### src/sv/cer_pkg.sv
package cer_pkg;

    localparam int MAX_NODES_DEF = 16;
    localparam int TERM_BITS_DEF = 32;

    localparam int FIELD_W    = 32;
    localparam int ID_W       = 4;
    localparam int VOTE_W     = 5;
    localparam int CFG_IDX_W  = 2;
    localparam int CFG_DATA_W = 4;

    localparam logic [CFG_IDX_W-1:0] CFG_OWN_ID     = CFG_IDX_W'(0);
    localparam logic [CFG_IDX_W-1:0] CFG_PEER_COUNT = CFG_IDX_W'(1);

    localparam logic [ID_W-1:0] OWN_ID_RST     = ID_W'(0);
    localparam logic [ID_W-1:0] PEER_COUNT_RST = ID_W'(2);

    typedef enum logic [1:0] {
        MODE_VOTE_REQ   = 2'd0,
        MODE_APPEND     = 2'd1,
        MODE_TIMEOUT    = 2'd2,
        MODE_VOTE_REPLY = 2'd3
    } mode_t;

    typedef enum logic [1:0] {
        ROLE_FOLLOWER  = 2'd0,
        ROLE_CANDIDATE = 2'd1,
        ROLE_LEADER    = 2'd2
    } role_t;

    typedef struct packed {
        mode_t              mode;
        logic [FIELD_W-1:0] msg_term;
        logic [ID_W-1:0]    sender_id;
        logic [FIELD_W-1:0] cand_last_term;
        logic [FIELD_W-1:0] cand_last_index;
        logic [FIELD_W-1:0] own_last_term;
        logic [FIELD_W-1:0] own_last_index;
        logic               log_ok;
        logic [FIELD_W-1:0] leader_commit;
        logic               vote_granted;
        logic [FIELD_W-1:0] vote_term;
    } evt_t;

    typedef struct packed {
        logic [FIELD_W-1:0] reply_term;
        logic               grant_ok;
        role_t              role;
        logic               leader_known;
        logic [ID_W-1:0]    leader_node;
        logic [FIELD_W-1:0] commit_point;
        logic               restart_timer;
        logic               start_election;
        logic               became_leader;
    } res_t;

endpackage

### src/sv/cer_in_stage.sv
module cer_in_stage
    import cer_pkg::*;
(
    input  logic clk,
    input  logic rst_n,
    input  logic evt_valid,
    output logic evt_stall,
    input  evt_t evt,
    input  logic take,
    output logic item_valid,
    output evt_t item
);

    logic valid_reg;
    logic valid_next;
    evt_t item_reg;
    logic accept;

    assign evt_stall  = valid_reg & ~take;
    assign accept     = evt_valid & ~evt_stall;
    assign item_valid = valid_reg;
    assign item       = item_reg;

    always_comb
    begin
        valid_next = valid_reg;
        if (accept)
        begin
            valid_next = 1'b1;
        end
        else if (take)
        begin
            valid_next = 1'b0;
        end
    end

    always_ff @(posedge clk or negedge rst_n)
    begin
        if (!rst_n)
        begin
            valid_reg <= 1'b0;
        end
        else
        begin
            valid_reg <= valid_next;
        end
    end

    always_ff @(posedge clk)
    begin
        if (accept)
        begin
            item_reg <= evt;
        end
    end

endmodule

### src/sv/cer_core.sv
module cer_core
    import cer_pkg::*;
#(
    parameter int MAX_NODES = MAX_NODES_DEF,
    parameter int TERM_BITS = TERM_BITS_DEF
)
(
    input  logic                  clk,
    input  logic                  rst_n,
    input  logic                  cfg_write,
    input  logic [CFG_IDX_W-1:0]  cfg_index,
    input  logic [CFG_DATA_W-1:0] cfg_data,
    input  logic                  take,
    input  evt_t                  item,
    output res_t                  res_d
);

    localparam int CMP_W    = (TERM_BITS > FIELD_W) ? TERM_BITS : FIELD_W;
    localparam int VOTE_CAP = (MAX_NODES < 31) ? MAX_NODES : 31;
    localparam logic [VOTE_W-1:0] VOTE_CAP_V = VOTE_W'(VOTE_CAP);
    localparam logic [VOTE_W-1:0] VOTE_ONE   = VOTE_W'(1);

    // node state
    role_t                role_reg, role_next;
    logic [TERM_BITS-1:0] term_reg, term_next;
    logic                 voted_valid_reg, voted_valid_next;
    logic [ID_W-1:0]      voted_node_reg, voted_node_next;
    logic                 leader_valid_reg, leader_valid_next;
    logic [ID_W-1:0]      leader_reg, leader_next;
    logic [VOTE_W-1:0]    vote_count_reg, vote_count_next;
    logic [FIELD_W-1:0]   commit_reg, commit_next;

    logic [ID_W-1:0]      own_id_reg;
    logic [ID_W-1:0]      peer_count_reg;

    // decode
    logic [CMP_W-1:0]     term_max_ext;
    logic [CMP_W-1:0]     msg_ext;
    logic [CMP_W-1:0]     elec_ext;
    logic [CMP_W-1:0]     msg_clip;
    logic [CMP_W-1:0]     elec_clip;
    logic [TERM_BITS-1:0] t_term;
    logic [TERM_BITS-1:0] e_term;
    logic                 higher;
    logic                 not_lower;
    logic                 log_up;
    logic [ID_W:0]        members;
    logic [VOTE_W-1:0]    majority;
    logic [VOTE_W-1:0]    vote_inc;
    logic                 vr_grant;
    logic                 ae_ok;
    logic                 to_go;
    logic                 to_win;
    logic                 rp_ok;
    logic                 rp_down;
    logic                 rp_grant;
    logic                 rp_win;
    logic                 commit_up;
    logic [FIELD_W-1:0]   commit_min;
    logic [CMP_W-1:0]     term_next_ext;

    always_comb
    begin
        for (int i = 0; i < CMP_W; i++)
        begin
            term_max_ext[i] = (i < TERM_BITS);
        end
    end

    // incoming terms saturate at the largest representable term
    assign msg_ext   = CMP_W'(item.msg_term);
    assign elec_ext  = CMP_W'(item.vote_term);
    assign msg_clip  = (msg_ext > term_max_ext) ? term_max_ext : msg_ext;
    assign elec_clip = (elec_ext > term_max_ext) ? term_max_ext : elec_ext;
    assign t_term    = msg_clip[TERM_BITS-1:0];
    assign e_term    = elec_clip[TERM_BITS-1:0];

    assign higher    = t_term > term_reg;
    assign not_lower = t_term >= term_reg;

    assign log_up = (item.cand_last_term > item.own_last_term)
                  || ((item.cand_last_term == item.own_last_term)
                      && (item.cand_last_index >= item.own_last_index));

    assign members  = {1'b0, peer_count_reg} + (ID_W+1)'(1);
    assign majority = VOTE_W'(members >> 1) + VOTE_ONE;
    assign vote_inc = (vote_count_reg < VOTE_CAP_V) ? vote_count_reg + VOTE_ONE
                                                    : vote_count_reg;

    assign vr_grant = (item.mode == MODE_VOTE_REQ) && not_lower
                    && (higher || !voted_valid_reg || (voted_node_reg == item.sender_id))
                    && log_up;
    assign ae_ok    = (item.mode == MODE_APPEND) && not_lower;
    assign to_go    = (item.mode == MODE_TIMEOUT) && (role_reg != ROLE_LEADER);
    assign to_win   = to_go && (VOTE_ONE >= majority);
    assign rp_ok    = (item.mode == MODE_VOTE_REPLY) && (role_reg == ROLE_CANDIDATE)
                    && (term_reg == e_term);
    assign rp_down  = rp_ok && higher;
    assign rp_grant = rp_ok && !higher && item.vote_granted;
    assign rp_win   = rp_grant && (vote_inc >= majority);

    assign commit_up  = item.log_ok && (item.leader_commit > commit_reg);
    assign commit_min = (item.leader_commit < item.own_last_index) ? item.leader_commit
                                                                   : item.own_last_index;

    // next state
    always_comb
    begin
        role_next         = role_reg;
        term_next         = term_reg;
        voted_valid_next  = voted_valid_reg;
        voted_node_next   = voted_node_reg;
        leader_valid_next = leader_valid_reg;
        leader_next       = leader_reg;
        vote_count_next   = vote_count_reg;
        commit_next       = commit_reg;

        unique case (item.mode)
            MODE_VOTE_REQ:
            begin
                if (higher)
                begin
                    term_next         = t_term;
                    role_next         = ROLE_FOLLOWER;
                    voted_valid_next  = 1'b0;
                    voted_node_next   = '0;
                    leader_valid_next = 1'b0;
                    leader_next       = '0;
                    vote_count_next   = '0;
                end
                if (vr_grant)
                begin
                    voted_valid_next = 1'b1;
                    voted_node_next  = item.sender_id;
                end
            end
            MODE_APPEND:
            begin
                if (ae_ok)
                begin
                    if (higher)
                    begin
                        term_next        = t_term;
                        voted_valid_next = 1'b0;
                        voted_node_next  = '0;
                    end
                    role_next         = ROLE_FOLLOWER;
                    vote_count_next   = '0;
                    leader_valid_next = 1'b1;
                    leader_next       = item.sender_id;
                    if (commit_up)
                    begin
                        commit_next = commit_min;
                    end
                end
            end
            MODE_TIMEOUT:
            begin
                if (to_go)
                begin
                    role_next = ROLE_CANDIDATE;
                    if (term_reg != '1)
                    begin
                        term_next = term_reg + TERM_BITS'(1);
                    end
                    voted_valid_next = 1'b1;
                    voted_node_next  = own_id_reg;
                    vote_count_next  = VOTE_ONE;
                    if (to_win)
                    begin
                        role_next         = ROLE_LEADER;
                        leader_valid_next = 1'b1;
                        leader_next       = own_id_reg;
                    end
                end
            end
            MODE_VOTE_REPLY:
            begin
                if (rp_down)
                begin
                    term_next         = t_term;
                    role_next         = ROLE_FOLLOWER;
                    voted_valid_next  = 1'b0;
                    voted_node_next   = '0;
                    leader_valid_next = 1'b0;
                    leader_next       = '0;
                    vote_count_next   = '0;
                end
                else if (rp_grant)
                begin
                    vote_count_next = vote_inc;
                    if (rp_win)
                    begin
                        role_next         = ROLE_LEADER;
                        leader_valid_next = 1'b1;
                        leader_next       = own_id_reg;
                    end
                end
            end
        endcase
    end

    assign term_next_ext = CMP_W'(term_next);

    // result item
    always_comb
    begin
        res_d.reply_term     = term_next_ext[FIELD_W-1:0];
        res_d.grant_ok       = vr_grant | (ae_ok & item.log_ok);
        res_d.role           = role_next;
        res_d.leader_known   = leader_valid_next;
        res_d.leader_node    = leader_valid_next ? leader_next : '0;
        res_d.commit_point   = commit_next;
        res_d.restart_timer  = vr_grant | ae_ok | to_go | rp_down;
        res_d.start_election = to_go;
        res_d.became_leader  = to_win | rp_win;
    end

    always_ff @(posedge clk or negedge rst_n)
    begin
        if (!rst_n)
        begin
            role_reg         <= ROLE_FOLLOWER;
            term_reg         <= '0;
            voted_valid_reg  <= 1'b0;
            voted_node_reg   <= '0;
            leader_valid_reg <= 1'b0;
            leader_reg       <= '0;
            vote_count_reg   <= '0;
            commit_reg       <= '0;
        end
        else if (take)
        begin
            role_reg         <= role_next;
            term_reg         <= term_next;
            voted_valid_reg  <= voted_valid_next;
            voted_node_reg   <= voted_node_next;
            leader_valid_reg <= leader_valid_next;
            leader_reg       <= leader_next;
            vote_count_reg   <= vote_count_next;
            commit_reg       <= commit_next;
        end
    end

    always_ff @(posedge clk or negedge rst_n)
    begin
        if (!rst_n)
        begin
            own_id_reg     <= OWN_ID_RST;
            peer_count_reg <= PEER_COUNT_RST;
        end
        else if (cfg_write)
        begin
            if (cfg_index == CFG_OWN_ID)
            begin
                own_id_reg <= ID_W'(cfg_data);
            end
            else if (cfg_index == CFG_PEER_COUNT)
            begin
                peer_count_reg <= ID_W'(cfg_data);
            end
        end
    end

endmodule

### src/sv/cer_out_stage.sv
module cer_out_stage
    import cer_pkg::*;
(
    input  logic clk,
    input  logic rst_n,
    input  logic take,
    input  res_t res_d,
    output logic can_load,
    output logic res_valid,
    input  logic res_stall,
    output res_t res
);

    logic valid_reg;
    logic valid_next;
    res_t res_reg;

    assign can_load  = ~valid_reg | ~res_stall;
    assign res_valid = valid_reg;
    assign res       = res_reg;

    always_comb
    begin
        valid_next = valid_reg;
        if (take)
        begin
            valid_next = 1'b1;
        end
        else if (!res_stall)
        begin
            valid_next = 1'b0;
        end
    end

    always_ff @(posedge clk or negedge rst_n)
    begin
        if (!rst_n)
        begin
            valid_reg <= 1'b0;
        end
        else
        begin
            valid_reg <= valid_next;
        end
    end

    always_ff @(posedge clk)
    begin
        if (take)
        begin
            res_reg <= res_d;
        end
    end

endmodule

### src/sv/consensus_election_role_machine.sv
// An accepted item waits in the input register until it is taken; the role/term
// update then writes its result item into the result register, which drives res.
// Throughput: one item per cycle while res_stall is low; the role/term update is
// one pass between input and result register, so items may follow back to back.
// Reset (rst_n, async, active low): follower, term 0, no vote, no leader,
// vote count 0, commit 0; own_id 0, peer_count 2; both item registers empty.
module consensus_election_role_machine
    import cer_pkg::*;
#(
    parameter int MAX_NODES = MAX_NODES_DEF,
    parameter int TERM_BITS = TERM_BITS_DEF
)
(
    input  logic                  clk,
    input  logic                  rst_n,
    input  logic                  evt_valid,
    output logic                  evt_stall,
    input  evt_t                  evt,
    output logic                  res_valid,
    input  logic                  res_stall,
    output res_t                  res,
    input  logic                  cfg_valid,
    output logic                  cfg_ready,
    input  logic [CFG_IDX_W-1:0]  cfg_index,
    input  logic [CFG_DATA_W-1:0] cfg_data
);

    logic item_valid;
    evt_t item;
    logic can_load;
    logic take;
    res_t res_d;

    assign cfg_ready = 1'b1;
    assign take      = item_valid & can_load;

    cer_in_stage u_in
    (
        .clk        (clk),
        .rst_n      (rst_n),
        .evt_valid  (evt_valid),
        .evt_stall  (evt_stall),
        .evt        (evt),
        .take       (take),
        .item_valid (item_valid),
        .item       (item)
    );

    cer_core #(
        .MAX_NODES (MAX_NODES),
        .TERM_BITS (TERM_BITS)
    ) u_core
    (
        .clk       (clk),
        .rst_n     (rst_n),
        .cfg_write (cfg_valid & cfg_ready),
        .cfg_index (cfg_index),
        .cfg_data  (cfg_data),
        .take      (take),
        .item      (item),
        .res_d     (res_d)
    );

    cer_out_stage u_out
    (
        .clk       (clk),
        .rst_n     (rst_n),
        .take      (take),
        .res_d     (res_d),
        .can_load  (can_load),
        .res_valid (res_valid),
        .res_stall (res_stall),
        .res       (res)
    );

endmodule

### config.mk
export PLATFORM = sky130hd
export DESIGN_NAME = consensus_election_role_machine
export DESIGN_NICKNAME = d
export VERILOG_FILES = /design/src/sv/cer_pkg.sv /design/src/sv/cer_in_stage.sv /design/src/sv/cer_core.sv /design/src/sv/cer_out_stage.sv /design/src/sv/consensus_election_role_machine.sv
export SDC_FILE = /design/constraint.sdc
export NUM_CORES = 1
export LEC_CHECK = 0
export BUFFER_PORTS_ARGS = -buffer_cell sky130_fd_sc_hd__buf_4
export CORE_ASPECT_RATIO = 1.2
export CORE_MARGIN = 1.5
export CORE_UTILIZATION = 40
export CTS_BUF_LIST = sky130_fd_sc_hd__clkbuf_8
export DETAILED_ROUTE_END_ITERATION = 10
export PLACE_DENSITY_LB_ADDON = 0.05
export SKIP_LAST_GASP = 1
export SLEW_MARGIN = 20
export SYNTH_ARGS = -nofsm -noshare
export SYNTH_HDL_FRONTEND = slang
export SYNTH_HIERARCHICAL = 1
export SYNTH_SLANG_ARGS = --single-unit
### constraint.sdc
create_clock -name clk -period 5.3 [get_ports clk]
set_input_delay 0.265 -clock clk [delete_from_list [all_inputs] [get_ports clk]]
set_output_delay 0.265 -clock clk [all_outputs]
set_load 0.005 [all_outputs]
* Yosys cells after proc, flatten, opt, wreduce, memory -nomap -nowiden
Index checks and enable logic that the tools add are counted.
** Word-level totals
- Output and inout port bits :: 78
- Bits of input ports :: 243
- Register bits after elaboration :: 398
- Word-level logic and storage cells :: 163
** Cells by class
- Equality and inequality tests :: 16
- Reduce and logical (&&, ||, !) cells :: 26
- Magnitude comparators :: 11
- $add $sub $neg :: 4
- Bitwise logic cells :: 15
- Multiplexer cells :: 59
** Operator list (count)
- 2-to-1 mux 32 bit :: 11
- one-hot mux 32 bit (4 select lines) :: 1
- > comparator 32 bit :: 3
- == test 32 bit :: 2
- >= comparator 32 bit :: 2
- > comparator 32 bit (second input constant) :: 2
- 2-to-1 mux 4 bit :: 12
- adder 32 x 1 -> 32 bit (second input constant) :: 1
- < comparator 32 bit :: 1
- inequality test 32 bit (second input constant) :: 1
- one-hot mux 4 bit (4 select lines) :: 2
- 2-to-1 mux 5 bit :: 6
- one-hot mux 5 bit (4 select lines) :: 1
- 2-to-1 mux 1 bit :: 16
- logical AND 1 bit :: 14
- 2-to-1 mux 2 bit :: 7
- adder 4 x 1 -> 5 bit (second input constant) :: 2
- inequality test 2 x 1 -> 1 bit (second input constant) :: 5
- one-hot mux 1 bit (4 select lines) :: 2
- one-hot mux 2 bit (4 select lines) :: 1
- == test 2 x 1 -> 1 bit (second input constant) :: 3
- OR 1 bit :: 6
- adder 5 x 1 -> 5 bit (second input constant) :: 1
- >= comparator 1 x 5 -> 1 bit (first input constant) :: 1
- other kinds (16) :: 28

* Longest topological paths before layout
Gate-level depths: netlist (run 1).
- Depth in word-level cells :: 11
- Mapped depth :: 14
- Depth with buffers taken out :: 12

* Hierarchy
Netlist (run 1), hierarchy kept.
** Modules (own cells, without submodules)
- cer_core :: instances 1, sequential area each 2228.4 µm², cells an instance 1269, area an instance 10825.4 µm²
- cer_in_stage :: instances 1, sequential area each 6991.7 µm², cells an instance 237, area an instance 7024.2 µm²
- cer_out_stage :: instances 1, sequential area each 2277.2 µm², cells an instance 78, area an instance 2288.4 µm²
- consensus_election_role_machine :: instances 1, sequential area each 0.0 µm², cells an instance 3, area an instance 17.5 µm²

* Worst setup path after synthesis (run 1)
OpenSTA, ideal clock, no wires.
- Path type :: register to register
- From :: reg u_out.valid_reg (netlist: u_out/res_valid)
- To :: reg u_in.item_reg, in the netlist u_in/item[0] (enable)
- Period minus slack after synthesis :: 4820 ps
- Cell stages (with the launch flop) :: 5
- Data required time :: 4867 ps
- Setup slack :: 480 ps
- Setup time :: 433 ps
- Data arrival time :: 4387 ps
- Path buffers :: 0
- Path through :: dfrtp_1 nand2_1 and2_1 nand2b_4 and2_4
** On the way
- Longest elaborated chain between the ends :: 7
** Ends and longest elaborated chain
- from (decl) :: RTL line cer_out_stage.sv:14 : logic valid_reg;
- from (signal assigned) :: RTL line cer_out_stage.sv:43 : valid_reg <= valid_next;
- inverter 1 bit :: RTL line cer_out_stage.sv:18 : assign can_load = ~valid_reg | ~res_stall;
- OR 1 bit :: RTL line cer_out_stage.sv:18
- named net can_load :: RTL line consensus_election_role_machine.sv:30 : logic can_load;
- bitwise AND 1 bit :: RTL line consensus_election_role_machine.sv:35 : assign take = item_valid & can_load;
- named net take :: RTL line consensus_election_role_machine.sv:31 : logic take;
- inverter 1 bit :: RTL line cer_in_stage.sv:19 : assign evt_stall = valid_reg & ~take;
- bitwise AND 1 bit :: RTL line cer_in_stage.sv:19
- inverter 1 bit :: RTL line cer_in_stage.sv:20 : assign accept = evt_valid & ~evt_stall;
- bitwise AND 1 bit :: RTL line cer_in_stage.sv:20
- named net u_in.accept :: RTL line cer_in_stage.sv:17 : logic accept;
- to (signal assigned) :: RTL line cer_in_stage.sv:53 : item_reg <= evt;
- to (decl) :: RTL line cer_in_stage.sv:16 : evt_t item_reg;
The timed path passes the listed nets, and every way through them passes these cells.
A chain may end at the register's enable or synchronous reset.

==> results of run 1 <==
routing by layer:
metal	vias to the layer above	wire [um]	share of wire, %
met5	-	13	0.022
met4	2	2040	3.5
met3	120	2790	4.8
met1	7255	24100	41
li1	7160	-	-
met2	469	29400	50
kinds of logic after synthesis:
family                     share of synthesized area, %
buffers and inverters                              4.36
DFF                                                57.0
adders and majority gates                          10.4
muxes                                              5.76
xor gates and xnor gates                           2.17
AOI/OAI and AO/OA                                  10.9
and+or+nand+nor                                    9.30
other                                            0.0186
worst max-delay path by stage:
stage                              end  depth (start not counted)  slack [ns]
6_report       u_out/res[21]$_DFFE_PP_                         10        1.40
5_1_grt        u_out/res[21]$_DFFE_PP_                          9        1.20
4_1_cts        u_out/res[24]$_DFFE_PP_                         10        1.30
3_5_place_dp   u_out/res[25]$_DFFE_PP_                         10        1.31
3_3_place_gp   u_out/res[31]$_DFFE_PP_                         10        1.34
2_1_floorplan   u_in/item[0]$_DFFE_PP_                          4        0.48
critical path, delay by kind of cell (launching register included):
kind | cells | cell delay [ns]
AO/OA/AOI/OAI | 6 | 1.90
AND/OR/NAND/NOR | 1 | 0.54
flip-flops | 1 | 0.45
adder cells (fa/ha/maj) | 1 | 0.35
buffers and inverters | 1 | 0.28
multiplexers | 1 | 0.13
layout make-up:
type	count	area, um2
diodes	4	10.0
clock buffers	76	1050
clock inverters	51	243
fillers	4218	22600
inverters	144	541
multi-input cells	989	7800
flip-flops and latches	398	11500
well taps	637	797
repair buffers	575	4940
cells in the mapped netlist (11+ instances only):
| master | count |
|---|---|
| nand2_1 | 94 |
| mux2_2 | 16 |
| nor2b_1 | 11 |
| nand4_1 | 36 |
| nor4_1 | 21 |
| nand2b_1 | 11 |
| nand3_1 | 29 |
| dfrtp_1 | 90 |
| nor2_1 | 38 |
| a21o_1 | 41 |
| a21oi_1 | 71 |
| o21ai_0 | 53 |
| ha_1 | 168 |
| clkbuf_1 | 25 |
| o211ai_1 | 16 |
| and3_1 | 18 |
| edfxtp_1 | 307 |
| a221oi_1 | 12 |
| inv_1 | 143 |
| buf_2 | 15 |
| a22o_1 | 18 |
| mux2i_1 | 98 |
| nor3_1 | 32 |
| a31oi_1 | 12 |
| xor2_1 | 40 |
metrics by stage:
step	power [W]	cells	setup slack [ns]
finish	0.00970	2874	1.40
global route	0.0103	2874	1.20
CTS	0.00981	2870	1.30
detailed placement	0.00692	2504	1.31
global placement	0.00688	2504	1.34
floorplan	0.00592	1587	0.480
power by group through the flow:
stage          sequential (W)  clock, W  combinational [W]
3_5_place_dp          0.00441         0            0.00251
3_3_place_gp          0.00440         0            0.00248
2_1_floorplan         0.00420         0            0.00172
4_1_cts               0.00436   0.00277            0.00268
5_1_grt               0.00442   0.00290            0.00295
6_report              0.00437   0.00266            0.00267
==> impl_metrics.env, run 1 <==
export IMPL_status="finished, final reports clean"
export IMPL_post_route_drc_count=0
export IMPL_cts_resized=0
export IMPL_drive_above_1_share_pct=21.3
export IMPL_grt_util_met1_pct=27.4
export IMPL_dieHeight_um=249
export IMPL_post_cts_setup_buffer_count=0
export IMPL_root_buffer="clkbuf_8"
export IMPL_crit_path_start="u_in/item[50]$_DFFE_PP_"
export IMPL_worstPathRequired_ns=5.67
export IMPL_wire_per_inst_um=20.3
export IMPL_setup_tns_ns=0
export IMPL_grt_pass1_wl_um=89600
export IMPL_relSlewSlack_pct=26.0
export IMPL_syn_to_final_growth_pct=33.3
export IMPL_final_cell_mix="buf_4, edfxtp_1, dlygate4sd3_1, inv_1, ha_1"
export IMPL_cp_start_kind="flip-flop"
export IMPL_power_frac_seq_pct=45.0
export IMPL_finalMaxSlewViolations=0
export IMPL_cap_violations=0
export IMPL_r2r_setup_slack_ns=1.40
export IMPL_setup_violations=0
export IMPL_crit_fanout=17
export IMPL_clkTransAtPathRegs_ns=0.06
export IMPL_largest_register_ffs=232
export IMPL_yosys_register_bits=398
export IMPL_hold_start="cfg_index[1]"
export IMPL_hold_violations=0
export IMPL_synth_edf_count=307
export IMPL_yosysSeqAreaShare_pct=57.0
export IMPL_grt_overflow_total=0
export IMPL_first_pass_iters=6
export IMPL_drtIter0Drc=859
export IMPL_worstMarginPinSlew_ns=1.11
export IMPL_postLayoutCellArea_um2=26900
export IMPL_grt_pass1_vias=15700
export IMPL_ys_flop_type="edfxtp_1"
export IMPL_worst_path_largest_cell_delay_ns=0.94
export IMPL_grt_util_met2_pct=39.2
export IMPL_cts_hold_buf=239
export IMPL_synthDistinctLibCells=94
export IMPL_placementRows=89
export IMPL_worstReg2RegStart="u_in/item[50]$_DFFE_PP_"
export IMPL_p_leak_nw=11.5
export IMPL_min_path_cells=3
export IMPL_endpoint_kind="flip-flop"
export IMPL_syn_area_per_cell_um2=12.7
export IMPL_r2r_end="u_out/res[21]$_DFFE_PP_"
export IMPL_dpl_hpwl_um=41700
export IMPL_core_um2=49400
export IMPL_slowest_stage="a2111oi_0"
export IMPL_pwr_share_clk_pct=27.5
export IMPL_top_usage_layer="met2"
export IMPL_synth_area_top_cells="edfxtp_1, dfrtp_1, ha_1"
export IMPL_min_period_ns=3.90
export IMPL_ir_drop_uv=225
export IMPL_synth_largest_area_cell="edfxtp_1"
export IMPL_die_w_um=208
export IMPL_grt_start_max_net_pins=159
export IMPL_place_area_um2=23200
export IMPL_comb_power_share_pct=27.5
export IMPL_hold_path_class="input port to flip-flop"
export IMPL_track_usage_pct=22.6
export IMPL_boundaryPins=321
export IMPL_syn_inst=1587
export IMPL_netlist_area_um2=20200
export IMPL_clock_latency_ns=0.65
export IMPL_criticalPathCategory="flip-flop to flip-flop"
export IMPL_clock_fmax_mhz=256
export IMPL_switching_share_pct=33.2
export IMPL_reg2reg_depth=10
export IMPL_final_core_util_pct=54.4
export IMPL_clock_sinks=398
export IMPL_holdWs_ns=0.0642
export IMPL_synth_warnings=6
export IMPL_worstPathArrival_ns=4.27
export IMPL_start_util_pct=40.8
export IMPL_gp_congestion=0.876
export IMPL_rsz0062_at_grt="false"
export IMPL_wl_um=58300
export IMPL_finalNetCount=2589
export IMPL_synth_top_cell_area_share_pct=45.7
export IMPL_ant_nets=0
export IMPL_power_per_cell_area_nw_per_um2=361
export IMPL_layout_commonest_cell="buf_4"
export IMPL_holdPathEnd="u_core/own_id_reg[1]$_DFFE_PN0P_"
export IMPL_cts_buffers=70
export IMPL_timing_final_crit_share_pct=73.6
export IMPL_io_buffers=319
export IMPL_cts_tree="yes"
export IMPL_antenna_found_initial=5
export IMPL_cp_cell_sequence="ha_1 -> a21o_1 -> a21oi_1 -> o211ai_1 -> a221oi_1 -> a31oi_1 -> a2111oi_0 -> and4b_2 -> buf_4 -> mux2i_1"
export IMPL_p_int_w=0.00648
export IMPL_clock_path_buffers=3
export IMPL_dieArea_um2=51800
export IMPL_p_switching_w=0.00322
export IMPL_syn_num_nets=1998
export IMPL_use_met3_pct=4.00
export IMPL_cts_max_level=3
export IMPL_drt_vias_per_instance=5.22
export IMPL_vias=15000
export IMPL_skew_ns=0.0233
export IMPL_async_reset_ff_share_pct=22.9
Note: power is estimated with default switching activity, not from simulation.
==> run 2, diff against run 1 <==
- clock period: 5.3 -> 3.95 ns (I/O delays scaled with it)
==> run 2 against run 1 <==
Net effect: global-route usage shrank 0.13 points; flip-flop and latch count stayed put; sequential share of layout area fell by 0.37 points; first-iteration DRC count increased by 3.0%; critical path type unchanged.
==> impl_metrics.env, run 2 (synthesis gave the netlist of run 1 again) <==
export IMPL_status="finished, final reports clean"
export IMPL_worstReg2RegStart="u_core/term_reg[7]$_DFFE_PN0P_"
export IMPL_dpl_hpwl_um=41500
export IMPL_root_buffer="clkbuf_8"
export IMPL_finalNetCount=2617
export IMPL_endpoint_kind="flip-flop"
export IMPL_layout_commonest_cell="buf_4"
export IMPL_antenna_found_initial=3
export IMPL_relSlewSlack_pct=37.3
export IMPL_drtIter0Drc=885
export IMPL_worst_slack_ns=0.188
export IMPL_r2r_setup_slack_ns=0.19
export IMPL_boundaryPins=321
export IMPL_setup_tns_ns=0
export IMPL_worstMarginPinSlew_ns=0.941
export IMPL_cp_start_kind="flip-flop"
export IMPL_core_um2=49400
export IMPL_finalMaxSlewViolations=0
export IMPL_wire_per_inst_um=20.3
export IMPL_clock_path_buffers=3
export IMPL_first_pass_iters=5
export IMPL_cts_max_level=3
export IMPL_p_leak_nw=11.6
export IMPL_worstPathRequired_ns=4.30
export IMPL_worstPathArrival_ns=4.12
export IMPL_hold_path_class="input port to asynchronous set/reset pin"
export IMPL_crit_fanout=7
export IMPL_grt_start_max_net_pins=113
export IMPL_reg2reg_depth=10
export IMPL_post_cts_setup_buffer_count=0
export IMPL_cts_buffers=70
export IMPL_ir_drop_uv=300
export IMPL_wl_um=58800
export IMPL_grt_pass1_wl_um=89300
export IMPL_holdWs_ns=0.104
export IMPL_io_buffers=319
export IMPL_grt_overflow_total=0
export IMPL_cts_tree="yes"
export IMPL_criticalPathCategory="flip-flop to flip-flop"
export IMPL_setup_violations=0
export IMPL_skew_ns=0.0340
export IMPL_syn_to_final_growth_pct=34.5
export IMPL_die_w_um=208
export IMPL_fillerInstances=4263
export IMPL_final_cell_mix="buf_4, edfxtp_1, dlygate4sd3_1, ha_1, inv_1"
export IMPL_cap_violations=0
export IMPL_drt_vias_per_instance=5.21
export IMPL_clkTransAtPathRegs_ns=0.08
export IMPL_grt_pass1_vias=16000
export IMPL_gp_congestion=0.869
export IMPL_rsz0062_at_grt="false"
export IMPL_drive_above_1_share_pct=22.3
export IMPL_power_per_cell_area_nw_per_um2=483
export IMPL_vias=15100
export IMPL_largest_register_ffs=232
export IMPL_hold_violations=0
export IMPL_ant_nets=0
export IMPL_min_period_ns=3.76
export IMPL_post_route_drc_count=0
export IMPL_dieArea_um2=51800
export IMPL_placementRows=89
export IMPL_clock_sinks=398
export IMPL_regArea_um2=11500
export IMPL_dieHeight_um=249
export IMPL_track_usage_pct=22.5
export IMPL_place_area_um2=23400
export IMPL_postLayoutCellArea_um2=27100
export IMPL_dp_slack_ns=0.104
export IMPL_clock_fmax_mhz=266
export IMPL_timing_final_crit_share_pct=95.2
export IMPL_r2r_end="u_out/res[37]$_DFFE_PP_"
export IMPL_multi_input_area_um2=7810
export IMPL_start_util_pct=40.8
export IMPL_clock_latency_ns=0.65
-- run 2: cell types whose count changed in the layout (fill, tap and decap cells not counted), moves of 2 or more --
cell / before / now
buf_4: 334 / 355
clkinvlp_4: 2 / 5
inv_6: 1 / 3
diode_2: 4 / 2
buf_12: 2 / 4
clkinv_1: 9 / 15
inv_1: 174 / 166
clkbuf_8: 76 / 73
dlygate4sd3_1: 239 / 244
-- run 2: metal layers --
layer / track usage, % / part of all wire [%] / vias up
met5: 0 / 0.022 / -
li1: - / - / 7222
met1: 27.2 / 42 / 7369
met2: 40.1 / 51 / 429
met3: 3.66 / 4.4 / 90
met4: 8.38 / 2.7 / 2
-- run 2: where the power goes --
group	internal (W)	total, W	leakage, nW	switching (W)
combinational	0.00171	0.00381	7.00	0.00210
clock	0.00174	0.00353	0.727	0.00178
sequential	0.00526	0.00576	3.87	0.000496
total	0.00871	0.0131	11.6	0.00438
-- run 2: layout make-up --
type,count,share of cell area (%)
clock buffers,73,3.71
clock inverters,56,0.997
flip-flops and latches,398,42.4
repair buffers,603,19.1
inverters,144,1.99
multi-input cells,989,28.8
well taps,637,2.94
diodes,2,0.0185
-- run 2: repair_timing --
action / 4_1_cts / 5_1_grt
endpoints found under the setup margin: 0 / 27
resized for setup: 0 / 2
hold endpoints to repair: 276 / 0
hold buffers: 244 / 0
-- run 2: worst max-delay path by stage --
| stage | from | endpoint | depth (start not counted) |
|---|---|---|---|
| 2_1_floorplan | u_out/res_valid$_DFFE_PN0P_ | u_in/item[0]$_DFFE_PP_ | 4 |
| 3_3_place_gp | u_in/item[96]$_DFFE_PP_ | u_core/voted_node_reg[2]$_DFFE_PN0P_ | 10 |
| 3_5_place_dp | u_in/item[50]$_DFFE_PP_ | u_out/res[22]$_DFFE_PP_ | 10 |
| 4_1_cts | u_in/item[50]$_DFFE_PP_ | u_out/res[22]$_DFFE_PP_ | 10 |
| 5_1_grt | u_in/item[97]$_DFFE_PP_ | u_core/voted_node_reg[1]$_DFFE_PN0P_ | 10 |
| 6_report | u_core/term_reg[7]$_DFFE_PN0P_ | u_out/res[37]$_DFFE_PP_ | 10 |
-- run 2: metrics by stage --
stage | power [W] | cells | util (%)
2_1_floorplan | 0.00794 | 1587 | -
3_3_place_gp | 0.00934 | 2527 | 47.3
3_5_place_dp | 0.00940 | 2527 | 47.3
4_1_cts | 0.0133 | 2900 | 54.8
5_1_grt | 0.0139 | 2902 | 54.8
6_report | 0.0131 | 2902 | 54.8
-- run 2: critical path, cell delays in order (launching register included) --
cell and delay, ns:
dfrtp_1 0.48, inv_1 0.09, ha_1 0.32, a21oi_1 0.14, o21ai_0 0.12, a221oi_1 0.69
a31oi_4 0.25, nor3_4 0.50, mux2_2 0.39, a221oi_1 0.36, a21oi_1 0.12
